[src/rtl/ats_pkg.sv]
package ats_pkg;

  // Sample and packed register widths
  localparam int ADC_BITS    = 10;
  localparam int PACK_W      = 2 * ADC_BITS;
  localparam int NUM_AXES    = 3;
  localparam int TIME_W      = 32;
  localparam int CFG_INDEX_W = 4;

  // Divider: quotient of (s-min)*250/(max-min) never exceeds 250
  localparam int QUO_W     = 8;
  localparam int BIT_IDX_W = $clog2(QUO_W);
  localparam int NUM_W     = ADC_BITS + QUO_W;

  // Timing and scaling constants
  localparam int SAMPLE_PERIOD_MS = 100;
  localparam int SHAKE_HOLDOFF_MS = 500;
  localparam int SCALE_SPAN       = 250;
  localparam int TILT_OFFSET      = 127;
  localparam int TILT_ENTER       = 96;
  localparam int TILT_LEAVE       = 32;
  localparam logic signed [7:0] TILT_MIN = -8'sd127;

  // Running average: divide by ten through a reciprocal
  localparam int SUM_W       = 12;
  localparam int MAG_W       = 11;
  localparam int RECIP_10    = 6554;
  localparam int RECIP_W     = 13;
  localparam int RECIP_SHIFT = 16;
  localparam int PROD_W      = MAG_W + RECIP_W;

  typedef enum logic [CFG_INDEX_W-1:0] {
    REG_CAL_X      = 4'd0,
    REG_CAL_Y      = 4'd1,
    REG_CAL_Z      = 4'd2,
    REG_WIN_X      = 4'd3,
    REG_WIN_Y      = 4'd4,
    REG_WIN_Z      = 4'd5,
    REG_TILT_EN    = 4'd6,
    REG_SHAKE_EN   = 4'd7
  } cfg_reg_t;

  typedef enum logic [1:0] {
    TILT_LEVEL = 2'd0,
    TILT_NEG   = 2'd1,
    TILT_POS   = 2'd2
  } tilt_state_t;

  typedef enum logic [2:0] {
    ST_IDLE,
    ST_DIVIDE,
    ST_SCALE,
    ST_AVERAGE,
    ST_EMIT
  } fsm_state_t;

  typedef struct packed {
    logic [TIME_W-1:0]   now_ms;
    logic [ADC_BITS-1:0] raw_x;
    logic [ADC_BITS-1:0] raw_y;
    logic [ADC_BITS-1:0] raw_z;
  } in_item_t;

  typedef struct packed {
    logic signed [7:0] scaled_x;
    logic signed [7:0] scaled_y;
    logic signed [7:0] scaled_z;
    logic signed [7:0] average_x;
    logic signed [7:0] average_y;
    logic signed [7:0] average_z;
    logic [1:0]        tilt_event_x;
    logic [1:0]        tilt_event_y;
    logic [1:0]        tilt_event_z;
    logic              shake_event;
  } out_item_t;

  // Sequencer to lane
  typedef struct packed {
    logic                 start;
    logic                 step;
    logic [BIT_IDX_W-1:0] bit_idx;
    logic                 scale;
    logic                 average;
    logic                 tilt_en;
  } lane_ctl_t;

  // Lane to merge stage
  typedef struct packed {
    logic signed [7:0] scaled;
    logic signed [7:0] average;
    logic [1:0]        tilt_event;
    logic              outside;
  } lane_stat_t;

endpackage

[src/rtl/ats_lane.sv]
module ats_lane (
  input  logic                        clk,
  input  logic                        rst,
  input  ats_pkg::lane_ctl_t          ctl,
  input  logic [ats_pkg::ADC_BITS-1:0] raw,
  input  logic [ats_pkg::PACK_W-1:0]  cal,
  input  logic [ats_pkg::PACK_W-1:0]  window,
  output ats_pkg::lane_stat_t         stat
);
  import ats_pkg::*;

  logic [ADC_BITS-1:0] lo, hi, clamped, win_lo, win_hi;
  logic [NUM_W-1:0]    num_start, trial;
  logic [NUM_W-1:0]    rem;
  logic [QUO_W-1:0]    quo;
  logic [ADC_BITS-1:0] divisor;
  logic                degen;
  logic                outside_q;

  logic [QUO_W:0]        tilt_wide;
  logic signed [7:0]     tilt_val, tilt_q;
  logic signed [SUM_W-1:0] sum, sum_q;
  logic [MAG_W-1:0]      mag;
  logic [PROD_W-1:0]     prod;
  logic [7:0]            q10;
  logic signed [7:0]     avg, avg_next;
  tilt_state_t           tilt_st, tilt_st_next;
  logic [1:0]            event_q, event_next;

  // Clamp the sample and form the dividend
  always_comb begin
    lo      = cal[ADC_BITS-1:0];
    hi      = cal[PACK_W-1:ADC_BITS];
    win_lo  = window[ADC_BITS-1:0];
    win_hi  = window[PACK_W-1:ADC_BITS];
    if (raw > hi) begin
      clamped = hi;
    end else if (raw < lo) begin
      clamped = lo;
    end else begin
      clamped = raw;
    end
    num_start = NUM_W'((NUM_W'(clamped) - NUM_W'(lo)) * NUM_W'(SCALE_SPAN));
    trial     = NUM_W'(divisor) << ctl.bit_idx;
  end

  // Restoring divider, one quotient bit a cycle
  always_ff @(posedge clk) begin
    if (ctl.start) begin
      rem       <= num_start;
      quo       <= '0;
      divisor   <= hi - lo;
      degen     <= (hi <= lo);
      outside_q <= (raw < win_lo) || (raw > win_hi);
    end else if (ctl.step) begin
      if (rem >= trial) begin
        rem          <= rem - trial;
        quo[ctl.bit_idx] <= 1'b1;
      end
    end
  end

  // Truncate toward zero and start the average sum
  always_comb begin
    tilt_wide = {1'b0, quo} - (QUO_W+1)'(TILT_OFFSET)
              + (QUO_W+1)'((quo < QUO_W'(TILT_OFFSET)) && (rem != '0));
    tilt_val  = degen ? TILT_MIN : $signed(tilt_wide[7:0]);
    sum       = (SUM_W'(avg) <<< 3) + SUM_W'(avg) + SUM_W'(tilt_val);
  end

  always_ff @(posedge clk) begin
    if (ctl.scale) begin
      tilt_q <= tilt_val;
      sum_q  <= sum;
    end
  end

  // Divide the sum by ten and run the hysteresis
  always_comb begin
    mag  = MAG_W'(sum_q[SUM_W-1] ? -sum_q : sum_q);
    prod = PROD_W'(mag) * PROD_W'(RECIP_10);
    q10  = prod[RECIP_SHIFT +: 8];
    avg_next = sum_q[SUM_W-1] ? -$signed(q10) : $signed(q10);

    tilt_st_next = tilt_st;
    event_next   = TILT_LEVEL;
    if (ctl.tilt_en) begin
      if (tilt_q < -8'sd96 && tilt_st == TILT_LEVEL) begin
        tilt_st_next = TILT_NEG;
        event_next   = TILT_NEG;
      end else if (tilt_q > 8'(TILT_ENTER) && tilt_st == TILT_LEVEL) begin
        tilt_st_next = TILT_POS;
        event_next   = TILT_POS;
      end else if (tilt_q < 8'(TILT_LEAVE) && tilt_q > -8'sd32 && tilt_st != TILT_LEVEL) begin
        tilt_st_next = TILT_LEVEL;
      end
    end
  end

  always_ff @(posedge clk) begin
    if (rst) begin
      avg     <= '0;
      tilt_st <= TILT_LEVEL;
    end else if (ctl.average) begin
      avg     <= avg_next;
      tilt_st <= tilt_st_next;
    end
  end

  always_ff @(posedge clk) begin
    if (ctl.average) begin
      event_q <= event_next;
    end
  end

  assign stat.scaled     = tilt_q;
  assign stat.average    = avg;
  assign stat.tilt_event = event_q;
  assign stat.outside    = outside_q;

endmodule

[src/rtl/ats_merge.sv]
module ats_merge (
  input  logic                 clk,
  input  logic                 rst,
  input  ats_pkg::lane_stat_t  stat [ats_pkg::NUM_AXES],
  input  logic                 shake_en,
  input  logic                 holdoff_ok,
  input  logic                 load,
  input  logic                 out_ready,
  output logic                 out_valid,
  output ats_pkg::out_item_t   out_data,
  output logic                 room,
  output logic                 shook
);
  import ats_pkg::*;

  // Combine the lanes' window checks into one shake
  always_comb begin
    shook = shake_en && holdoff_ok && (stat[0].outside || stat[1].outside || stat[2].outside);
    room  = !out_valid || out_ready;
  end

  // Hold the result until the receiver takes it
  always_ff @(posedge clk) begin
    if (rst) begin
      out_valid <= 1'b0;
    end else if (load) begin
      out_valid <= 1'b1;
    end else if (out_ready) begin
      out_valid <= 1'b0;
    end
  end

  always_ff @(posedge clk) begin
    if (load) begin
      out_data.scaled_x     <= stat[0].scaled;
      out_data.scaled_y     <= stat[1].scaled;
      out_data.scaled_z     <= stat[2].scaled;
      out_data.average_x    <= stat[0].average;
      out_data.average_y    <= stat[1].average;
      out_data.average_z    <= stat[2].average;
      out_data.tilt_event_x <= stat[0].tilt_event;
      out_data.tilt_event_y <= stat[1].tilt_event;
      out_data.tilt_event_z <= stat[2].tilt_event;
      out_data.shake_event  <= shook;
    end
  end

endmodule

[src/rtl/accel_tilt_shake_detector_core.sv]
// Accelerometer tilt and shake detector.
// Input channel (in_valid/in_ready/in_data) takes one request: a ms timestamp
// and one raw sample per axis. A request less than or equal to 100 ms after
// the last processed one is dropped without a result, and in_ready stays up.
// A processed request yields one result on out_valid/out_ready/out_data:
// scaled tilt, running average and tilt event per axis, and a shake flag.
// Configuration: cfg_valid/cfg_ready/cfg_index/cfg_data, always ready;
// write only while the block is idle. Unknown indexes are ignored.
// Three lanes work on X, Y and Z side by side; each owns a restoring divider
// that yields one quotient bit a cycle, so the divider sets the rate.
// Steps: a taken request runs DIVIDE, SCALE and AVERAGE, then EMIT, where the
// merge register loads the result and raises out_valid. The sequencer then
// returns to IDLE and takes the next request; a dropped one leaves it in IDLE.
// The output register frees the sequencer, so a new request is taken while
// a result still waits; a second result waits in the merge step until the
// receiver takes the first. Reset (rst, synchronous) clears the averages,
// tilt states and time stamps and restores the register defaults.
module accel_tilt_shake_detector_core (
  input  logic                           clk,
  input  logic                           rst,
  input  logic                           in_valid,
  output logic                           in_ready,
  input  ats_pkg::in_item_t              in_data,
  output logic                           out_valid,
  input  logic                           out_ready,
  output ats_pkg::out_item_t             out_data,
  input  logic                           cfg_valid,
  output logic                           cfg_ready,
  input  logic [ats_pkg::CFG_INDEX_W-1:0] cfg_index,
  input  logic [ats_pkg::PACK_W-1:0]     cfg_data
);
  import ats_pkg::*;

  localparam logic [PACK_W-1:0] PACK_RESET = {{ADC_BITS{1'b1}}, {ADC_BITS{1'b0}}};

  fsm_state_t           state, state_next;
  logic [BIT_IDX_W-1:0] bit_idx;
  logic [TIME_W-1:0]    last_sample_time, last_shake_time, now_q;
  logic [PACK_W-1:0]    cal [NUM_AXES];
  logic [PACK_W-1:0]    win [NUM_AXES];
  logic                 tilt_en, shake_en;
  logic                 process, start, load, room, shook, holdoff_ok;
  lane_ctl_t            ctl;
  lane_stat_t           stat [NUM_AXES];
  logic [ADC_BITS-1:0]  raw_lane [NUM_AXES];

  assign cfg_ready = 1'b1;

  // Configuration registers
  always_ff @(posedge clk) begin
    if (rst) begin
      cal[0]   <= PACK_RESET;
      cal[1]   <= PACK_RESET;
      cal[2]   <= PACK_RESET;
      win[0]   <= PACK_RESET;
      win[1]   <= PACK_RESET;
      win[2]   <= PACK_RESET;
      tilt_en  <= 1'b0;
      shake_en <= 1'b0;
    end else if (cfg_valid) begin
      unique case (cfg_reg_t'(cfg_index))
        REG_CAL_X:    cal[0]   <= cfg_data;
        REG_CAL_Y:    cal[1]   <= cfg_data;
        REG_CAL_Z:    cal[2]   <= cfg_data;
        REG_WIN_X:    win[0]   <= cfg_data;
        REG_WIN_Y:    win[1]   <= cfg_data;
        REG_WIN_Z:    win[2]   <= cfg_data;
        REG_TILT_EN:  tilt_en  <= cfg_data[0];
        REG_SHAKE_EN: shake_en <= cfg_data[0];
        default: ;
      endcase
    end
  end

  // Sample period gate and shake holdoff
  always_comb begin
    process    = (in_data.now_ms - last_sample_time) > TIME_W'(SAMPLE_PERIOD_MS);
    holdoff_ok = (now_q - last_shake_time) >= TIME_W'(SHAKE_HOLDOFF_MS);
  end

  // Next state
  always_comb begin
    state_next = state;
    unique case (state)
      ST_IDLE:    if (in_valid && process) state_next = ST_DIVIDE;
      ST_DIVIDE:  if (bit_idx == '0) state_next = ST_SCALE;
      ST_SCALE:   state_next = ST_AVERAGE;
      ST_AVERAGE: state_next = ST_EMIT;
      ST_EMIT:    if (room) state_next = ST_IDLE;
      default:    state_next = ST_IDLE;
    endcase
  end

  // Sequencer outputs
  always_comb begin
    in_ready    = (state == ST_IDLE);
    start       = (state == ST_IDLE) && in_valid && process;
    load        = (state == ST_EMIT) && room;
    ctl.start   = start;
    ctl.step    = (state == ST_DIVIDE);
    ctl.bit_idx = bit_idx;
    ctl.scale   = (state == ST_SCALE);
    ctl.average = (state == ST_AVERAGE);
    ctl.tilt_en = tilt_en;
  end

  always_ff @(posedge clk) begin
    if (rst) begin
      state            <= ST_IDLE;
      bit_idx          <= '0;
      last_sample_time <= '0;
      last_shake_time  <= '0;
    end else begin
      state <= state_next;
      if (start) begin
        bit_idx          <= BIT_IDX_W'(QUO_W - 1);
        last_sample_time <= in_data.now_ms;
      end else if (ctl.step) begin
        bit_idx <= bit_idx - 1'b1;
      end
      if (load && shook) begin
        last_shake_time <= now_q;
      end
    end
  end

  always_ff @(posedge clk) begin
    if (start) begin
      now_q <= in_data.now_ms;
    end
  end

  assign raw_lane[0] = in_data.raw_x;
  assign raw_lane[1] = in_data.raw_y;
  assign raw_lane[2] = in_data.raw_z;

  // One lane per axis
  for (genvar ax = 0; ax < NUM_AXES; ax++) begin : g_lane
    ats_lane u_lane (
      .clk    (clk),
      .rst    (rst),
      .ctl    (ctl),
      .raw    (raw_lane[ax]),
      .cal    (cal[ax]),
      .window (win[ax]),
      .stat   (stat[ax])
    );
  end

  ats_merge u_merge (
    .clk        (clk),
    .rst        (rst),
    .stat       (stat),
    .shake_en   (shake_en),
    .holdoff_ok (holdoff_ok),
    .load       (load),
    .out_ready  (out_ready),
    .out_valid  (out_valid),
    .out_data   (out_data),
    .room       (room),
    .shook      (shook)
  );

`ifndef ASSERT_OFF
  a_result_from_merge: assert property (@(posedge clk) disable iff (rst)
    $rose(out_valid) |-> $past(state) == ST_EMIT)
    else $error("result appeared outside the merge step");

  a_drop_keeps_state: assert property (@(posedge clk) disable iff (rst)
    in_valid && in_ready && !process |=> state == ST_IDLE && $stable(last_sample_time))
    else $error("dropped request disturbed the sequencer");

  a_shake_time_on_load: assert property (@(posedge clk) disable iff (rst)
    !$stable(last_shake_time) |-> $past(rst) || ($past(load) && $past(shook)))
    else $error("shake time changed without a shake result");
`endif

endmodule

[config.mk]
export PLATFORM = sky130hd
export DESIGN_NAME = accel_tilt_shake_detector_core
export DESIGN_NICKNAME = d
export VERILOG_FILES = /design/src/rtl/ats_pkg.sv /design/src/rtl/ats_lane.sv /design/src/rtl/ats_merge.sv /design/src/rtl/accel_tilt_shake_detector_core.sv
export SDC_FILE = /design/constraint.sdc
export NUM_CORES = 2
export LEC_CHECK = 0
export ABC_AREA = 1
export CAP_MARGIN = 10
export CELL_PAD_IN_SITES_DETAIL_PLACEMENT = 0
export CELL_PAD_IN_SITES_GLOBAL_PLACEMENT = 1
export CORE_MARGIN = 2
export CORE_UTILIZATION = 50
export CTS_CLUSTER_SIZE = 16
export DETAILED_ROUTE_END_ITERATION = 7
export DONT_BUFFER_PORTS = 1
export PLACE_DENSITY = 0.84
export SLEW_MARGIN = 30
export SYNTH_ARGS = -nofsm -noshare
export SYNTH_HDL_FRONTEND = slang
export SYNTH_SLANG_ARGS = --single-unit
export TNS_END_PERCENT = 20
[constraint.sdc]
create_clock -name clk -period 7.7 [get_ports clk]
set_clock_uncertainty 0.15 [all_clocks]
set_input_delay 0 -clock clk [delete_from_list [all_inputs] [get_ports clk]]
set_output_delay 0 -clock clk [all_outputs]
set_load 0.005 [all_outputs]
[Word-level counts from Yosys, hierarchy flattened]
Memory sizes are Yosys's and may differ from the RTL's.
Index checks and enable logic that the tools add are counted.
Cells by class
  reduce and logical (&&, ||, !) cells: 65
  magnitude comparators: 37
  shift-type cells: 3
  $add $sub $neg: 30
  multiplexer cells: 81
  eq/ne operators: 14
  divide/modulo/power cells: 0
  multipliers: 6
  bitwise gates (word level): 10
Operators by type and width (count)
  two-way mux 18 bit: 9
  two-way mux 20 bit: 6
  multiplier 11 x 12 -> 23 bit (second input constant): 3
  subtractor 32 bit: 2
  > comparator 10 bit: 6
  < comparator 10 bit: 6
  two-way mux 10 bit: 6
  greater-or-equal comparator 18 bit: 3
  multiplier 18 x 7 -> 17 bit (second input constant): 3
  nonzero test 18 bit: 3
  << shifter 10 x 3 -> 18 bit: 3
  subtractor 18 bit: 3
  < comparator 8 x 7 -> 1 bit (second input constant): 6
  two-way mux 8 bit: 6
  adder 11 x 8 -> 12 bit: 3
  adder 12 x 8 -> 12 bit: 3
  two-way mux 11 bit: 3
  negator 11 bit: 3
  subtractor 10 x 10 -> 11 bit: 3
  greater-or-equal comparator 32 x 9 -> 1 bit (second input constant): 1
  > comparator 32 x 7 -> 1 bit (second input constant): 1
  two-way mux 1 bit: 32
  <= comparator 10 bit: 3
  subtractor 10 bit: 3
  35 further kinds: 126
Word-level totals
  flip-flop bits (word level): 370
  output and inout port bits: 58
  latch bits: 0
  memories: 2
  bits in writable memories: 120
  logic and storage cells: 302
  ROM bits: 0
  bits of input ports: 91
Memories
  cal: words 3, width 20, rd ports 3, clocked after memory_dff 0, wr ports 3, line accel_tilt_shake_detector_core.sv:39  | logic [PACK_W-1:0] cal [NUM_AXES];
  win: words 3, width 20, rd ports 3, clocked after memory_dff 0, wr ports 3, line accel_tilt_shake_detector_core.sv:40  | logic [PACK_W-1:0] win [NUM_AXES];

[Longest topological paths before layout]
An unclocked memory read counts as a cell.
  depth in word-level cells: 7
  depth in mapped cells: 44
  mapped depth without buffers: 43

[Hierarchy]
A second synthesis with hierarchy kept.
Unflattened totals
  cells, all modules: 5982
  area, all modules: 47446.8 sq um
Modules (own cells, without submodules)
  accel_tilt_shake_detector_core: area each 12532.0 sq um, times used 1, seq. area each 6005.8 sq um, cells each 1560
  ats_lane (g_lane[0].u_lane): area each 11190.7 sq um, times used 1, seq. area each 1911.8 sq um, cells each 1476
  ats_lane (g_lane[2].u_lane): area each 11061.9 sq um, times used 1, seq. area each 1911.8 sq um, cells each 1443
  ats_lane (g_lane[1].u_lane): area each 10951.8 sq um, times used 1, seq. area each 1911.8 sq um, cells each 1439
  ats_merge: area each 1710.4 sq um, times used 1, seq. area each 1671.6 sq um, cells each 64

[Worst setup path before layout]
No wires, ideal clock.
  path kind: register to register
  start point: mem cal[0][31] in the netlist's numbering
  end point: reg g_lane[1].u_lane.rem[16] (data pin)
  path buffers: 1
  stages on the path, launching flop included: 41
  data required time: 7.281 ns
  setup time: 0.269 ns
  setup slack: 0.796 ns
  period minus slack after synthesis: 6.904 ns
  data arrival time: 6.485 ns
  cells stage by stage: edfxtp_1 -> inv_1 -> ha_1 -> inv_1 -> nor2_1 -> nor2_1 -> o21a_1 -> o21ai_0 -> a221oi_1 -> o21ai_0 -> o41ai_1 -> clkbuf_1 -> nand2_1 -> o21ai_0 -> inv_1 -> ha_1 -> nand3b_1 -> nand2_1 -> [5 not listed] -> inv_1 -> ha_1 -> fa_1 -> inv_1 -> fa_1 -> fa_1 -> inv_1 -> ha_1 -> a21oi_1 -> o21ai_0 -> a21oi_1 -> o21ai_0 -> nand2_1 -> nand2_1 -> a21oi_1 -> xnor2_1 -> nand2_1 -> o21ai_0
RTL lines
  start, declared: line accel_tilt_shake_detector_core.sv:39
  end signal, assigned: line ats_lane.sv:50  | rem <= num_start;
  end signal, assigned: line ats_lane.sv:57  | rem <= rem - trial;
  end, declared: line ats_lane.sv:14  | logic [NUM_W-1:0] rem;

==> metrics list <==
- Cell Area, Synth: 0.0461 mm²
- Counting flops with an async set or reset pin after synthesis yields a share of 0%.
- In this run, synthesis inferred 360 flip-flops with an integrated enable.
* Number of top-level pins: 149
- For the pin with the worst max-slew slack, the measured transition is 0.981 ns.
- The final layout contains 6816 nets.
- Among the stages of the critical path, the cell type that occurs most often is sky130_fd_sc_hd__inv_1.
- Fill cells in the final layout number 8458.
- Result of the run: finished clean
- After clock tree synthesis, the clock-pin slew on the worst setup and hold paths is 0.07 ns.
* WP data arrival: 7.58 ns
- Static timing analysis puts the maximum clock frequency at 137 MHz.
- Total congestion overflow: 0
* First DRT Iteration DRCs: 2450
- The detailed router placed 37500 vias in this run.
- For this design, the slowest cell found on the critical path is sky130_fd_sc_hd__fa_1.
* Startpoint type of the worst setup path: flip-flop
- Dpl cells: 6880
- Counting every net in the synthesized netlist gives 6678.
- The worst setup path is captured at a flip-flop.
- Cell taking the most area after synthesis: sky130_fd_sc_hd__edfxtp_1
- Post-Syn Area per Cell: 8.04 µm²
- The count of cells in the finished layout, fillers not included, comes to 7112.
* Maximum clock insertion buffer count: 3
* Critical Setup Path Class: flip-flop to flip-flop
- Buffers inserted during clock tree synthesis total 57.
* Initial antenna violation count: 6
- Flip-flop and latch count after synthesis: 490
- # rows: 111
- The clock drives 490 sinks.
- Setup-violating endpoint count in the final report: 0
- Clock Root Buffer: sky130_fd_sc_hd__clkbuf_16
- Setup slack of the most critical reg-to-reg path: 0.38 ns
* Period utilization: 95.1%
- In the routed design, unresolved DRC markers number 0.
* Total wirelength of the detailed-routed design: 121000 µm
- Commonest cells after routing, fill and taps aside: sky130_fd_sc_hd__nand2_1 (1182), sky130_fd_sc_hd__inv_1 (1079), sky130_fd_sc_hd__ha_1 (629)
- Across the run, the number of max-cap violations was 0.
* RSZ-0062 raised after global routing: yes
- Hold path cells: 5
- After floorplanning, the core was sized to cover 0.0915 mm².
* Die Y: 308 µm
* Pin count of the biggest net entering global routing: 78
- The routed design could run at a clock period as short as 7.32 ns.
* Largest fanout of any net on the critical path: 7
- Share of Yosys cell area claimed by the top area cell type: 23.4%
- Endpoints failing hold: 0
- Fraction of the yosys area taken by sequential cells: 29.1%
- CP peak stage delay: 0.55 ns
* Mean number of vias per cell: 5.27
* H-tree Lvls: 2
- Registers take 0.0134 mm².
- Length of the first detailed-routing pass in iterations: 6
- Gate count after technology mapping: 5738
- Clock latency on the worst-skew pair, taken at its later pin, is 0.66 ns.
* Leading cell type in the layout, fill and taps excluded: sky130_fd_sc_hd__nand2_1
* Gp weighted congestion: 0.915
- STA puts the critical path data required time at 7.96 ns.
* Yosys synthesis warning count: 0
- DR WL/cell: 17.0 µm
- The number of global-route vias before repair is 36400.
- The startpoint identified for the worst hold timing path is in_data[11].
- The path with the worst hold slack has its endpoint at g_lane[1].u_lane.rem[2].
* Die X: 308 µm
- The worst register-to-register path has a depth of 35.
- Count of final max-slew check failures: 0
* TritonCTS clock tree: yes
* R2R Path End: g_lane[2].u_lane.rem[14]
* Leading post-synthesis cells by cell area: sky130_fd_sc_hd__edfxtp_1 (23%), sky130_fd_sc_hd__ha_1 (17%), sky130_fd_sc_hd__nand2_1 (9.6%)
* Synth Flop Type: sky130_fd_sc_hd__edfxtp_1
* Area Overhead vs Synth: 10.5%
* First-pass GRT wire length: 193000 µm
- Count of buffers inserted at the top-level ports: 0
- Final HPWL DP: 95700 µm
- Total die area: 0.0947 mm²
- Global routing used 25.6% of the available tracks across all layers.
* Worst reg2reg path startpoint: cal[0][59]
- Total area of multi-input combinational cells: 0.0284 mm²
* Worst min-delay path class: input port to flip-flop
- Worst max-slew margin expressed relative to the limit: 33.9%
- Routed Antenna Nets: 0
* Share of final-layout standard cells stronger than drive strength 1: 4.07%
* Number of different library cells in the post-synthesis netlist: 65
- Starting utilization of the core area: 50.4%
routing by layer:
layer / part of all wire (%) / wire (µm) / vias up / track usage, %
met1: 47 / 56700 / 17300 / 36.0
met2: 45 / 54300 / 938 / 41.5
met3: 5.4 / 6480 / 170 / 3.08
li1: - / - / 19100 / -
met5: 0 / 0 / - / 0
met4: 2.8 / 3360 / 0 / 6.94
logic make-up after synthesis:
family          Yosys count  share of synthesized area [%]
simple gates           2009                           18.0
buf+inv                1191                           9.85
compound gates          929                           11.3
fa+ha+maj               849                           26.6
flops                   490                           29.1
xor+xnor                262                           4.98
mux                       7                          0.152
other cells               1                        0.00813
area by class of cell:
| type | count | share of cell area (%) |
|---|---|---|
| clock buffer | 70 | 2.96 |
| multi-input combinational | 4059 | 55.7 |
| tap | 1186 | 2.91 |
| timing repair buffer | 164 | 2.98 |
| clock inverter | 37 | 0.938 |
| inverter | 1104 | 8.15 |
| antenna | 2 | 0.00983 |
| sequential | 490 | 26.3 |
flip-flops by register name, indices dropped and copies added, names as in the netlist, 6 cells and up:
signal	flops
g_lane.u_lane.rem	54
g_lane.u_lane.sum_q	36
last_sample_time	32
now_q	32
last_shake_time	32
g_lane.u_lane.avg	24
g_lane.u_lane.event_q	6
win	60
g_lane.u_lane.quo	24
u_merge.out_data	55
g_lane.u_lane.tilt_st	6
cal	60
g_lane.u_lane.divisor	30
g_lane.u_lane.tilt_q	24
per-stage QoR:
step / setup WS (ns) / hold WS (ns) / utilization, % / setup TNS (ns) / cell area, µm²
2_1_floorplan: 0.796 / -0.0511 / - / 0 / 46100
3_3_place_gp: 0.342 / -0.0684 / 52.0 / 0 / 47600
3_5_place_dp: 0.172 / -0.0659 / 52.0 / 0 / 47600
4_1_cts: 0.172 / 0.00125 / 55.2 / 0 / 50500
5_1_grt: -0.159 / 0.0167 / 55.6 / -0.912 / 50900
6_report: 0.375 / 0.0434 / 55.7 / 0 / 50900
critical path: cells and delay by family, from the launching register on:
kind / cells / cell delay [ns]
compound gates: 11 / 1.29
fa+ha+maj: 8 / 3.25
xor+xnor: 1 / 0.22
buf+inv: 6 / 0.48
simple gates: 9 / 1.31
flops: 1 / 0.37
cells in the mapped netlist (4+ instances only):
| library cell | n |
|---|---|
| sky130_fd_sc_hd__o311ai_0 | 6 |
| sky130_fd_sc_hd__inv_2 | 9 |
| sky130_fd_sc_hd__clkinv_1 | 7 |
| sky130_fd_sc_hd__xnor2_1 | 99 |
| sky130_fd_sc_hd__o31ai_1 | 11 |
| sky130_fd_sc_hd__clkbuf_1 | 58 |
| sky130_fd_sc_hd__o21bai_1 | 13 |
| sky130_fd_sc_hd__o21ai_1 | 6 |
| sky130_fd_sc_hd__dfxtp_1 | 130 |
| sky130_fd_sc_hd__edfxtp_1 | 360 |
| sky130_fd_sc_hd__a21boi_0 | 10 |
| sky130_fd_sc_hd__xor2_1 | 163 |
| sky130_fd_sc_hd__nor2_2 | 4 |
| sky130_fd_sc_hd__buf_4 | 11 |
| sky130_fd_sc_hd__fa_1 | 218 |
| sky130_fd_sc_hd__a21oi_1 | 373 |
| sky130_fd_sc_hd__inv_1 | 1088 |
| sky130_fd_sc_hd__a2111oi_0 | 5 |
| sky130_fd_sc_hd__ha_1 | 631 |
| sky130_fd_sc_hd__nand3_1 | 171 |
| sky130_fd_sc_hd__buf_1 | 7 |
| sky130_fd_sc_hd__nand4_1 | 86 |
| sky130_fd_sc_hd__nand3b_1 | 17 |
| sky130_fd_sc_hd__o21a_1 | 17 |
| sky130_fd_sc_hd__nor3_1 | 67 |
| sky130_fd_sc_hd__a211oi_1 | 8 |
| sky130_fd_sc_hd__a31oi_1 | 17 |
| sky130_fd_sc_hd__nand2_1 | 1184 |
| sky130_fd_sc_hd__o2111ai_1 | 8 |
| sky130_fd_sc_hd__o21ai_0 | 306 |
| sky130_fd_sc_hd__and2_1 | 6 |
| sky130_fd_sc_hd__nor4_1 | 25 |
| sky130_fd_sc_hd__or2_2 | 11 |
| sky130_fd_sc_hd__nor2_1 | 418 |
| sky130_fd_sc_hd__nand2_2 | 5 |
| sky130_fd_sc_hd__mux2i_1 | 7 |
| sky130_fd_sc_hd__buf_2 | 9 |
| sky130_fd_sc_hd__a21o_1 | 23 |
| sky130_fd_sc_hd__o22ai_1 | 68 |
| sky130_fd_sc_hd__o211ai_1 | 34 |
worst max path at each step:
stage / startpoint / to / slack, ns / cells after the start
6_report: cal[0][59] / g_lane[2].u_lane.rem[14] / 0.38 / 35
5_1_grt: cal[0][59] / g_lane[2].u_lane.rem[15] / -0.16 / 36
4_1_cts: cal[0][15] / g_lane[0].u_lane.rem[16] / 0.17 / 37
3_5_place_dp: cal[0][15] / g_lane[0].u_lane.rem[16] / 0.17 / 37
3_3_place_gp: cal[0][31] / g_lane[1].u_lane.rem[16] / 0.34 / 40
2_1_floorplan: cal[0][31] / g_lane[1].u_lane.rem[16] / 0.80 / 40
repair_timing:
action / CTS / global route
endpoints found under the hold margin: 307 / 0
gates resized for setup: 0 / 63
buffers inserted: 0 / 21
setup endpoints to repair: 0 / 21
hold buffers: 98 / 0
Power is not shown: default switching activity piles up to over one toggle a cycle in this logic, so the estimate is an artifact.
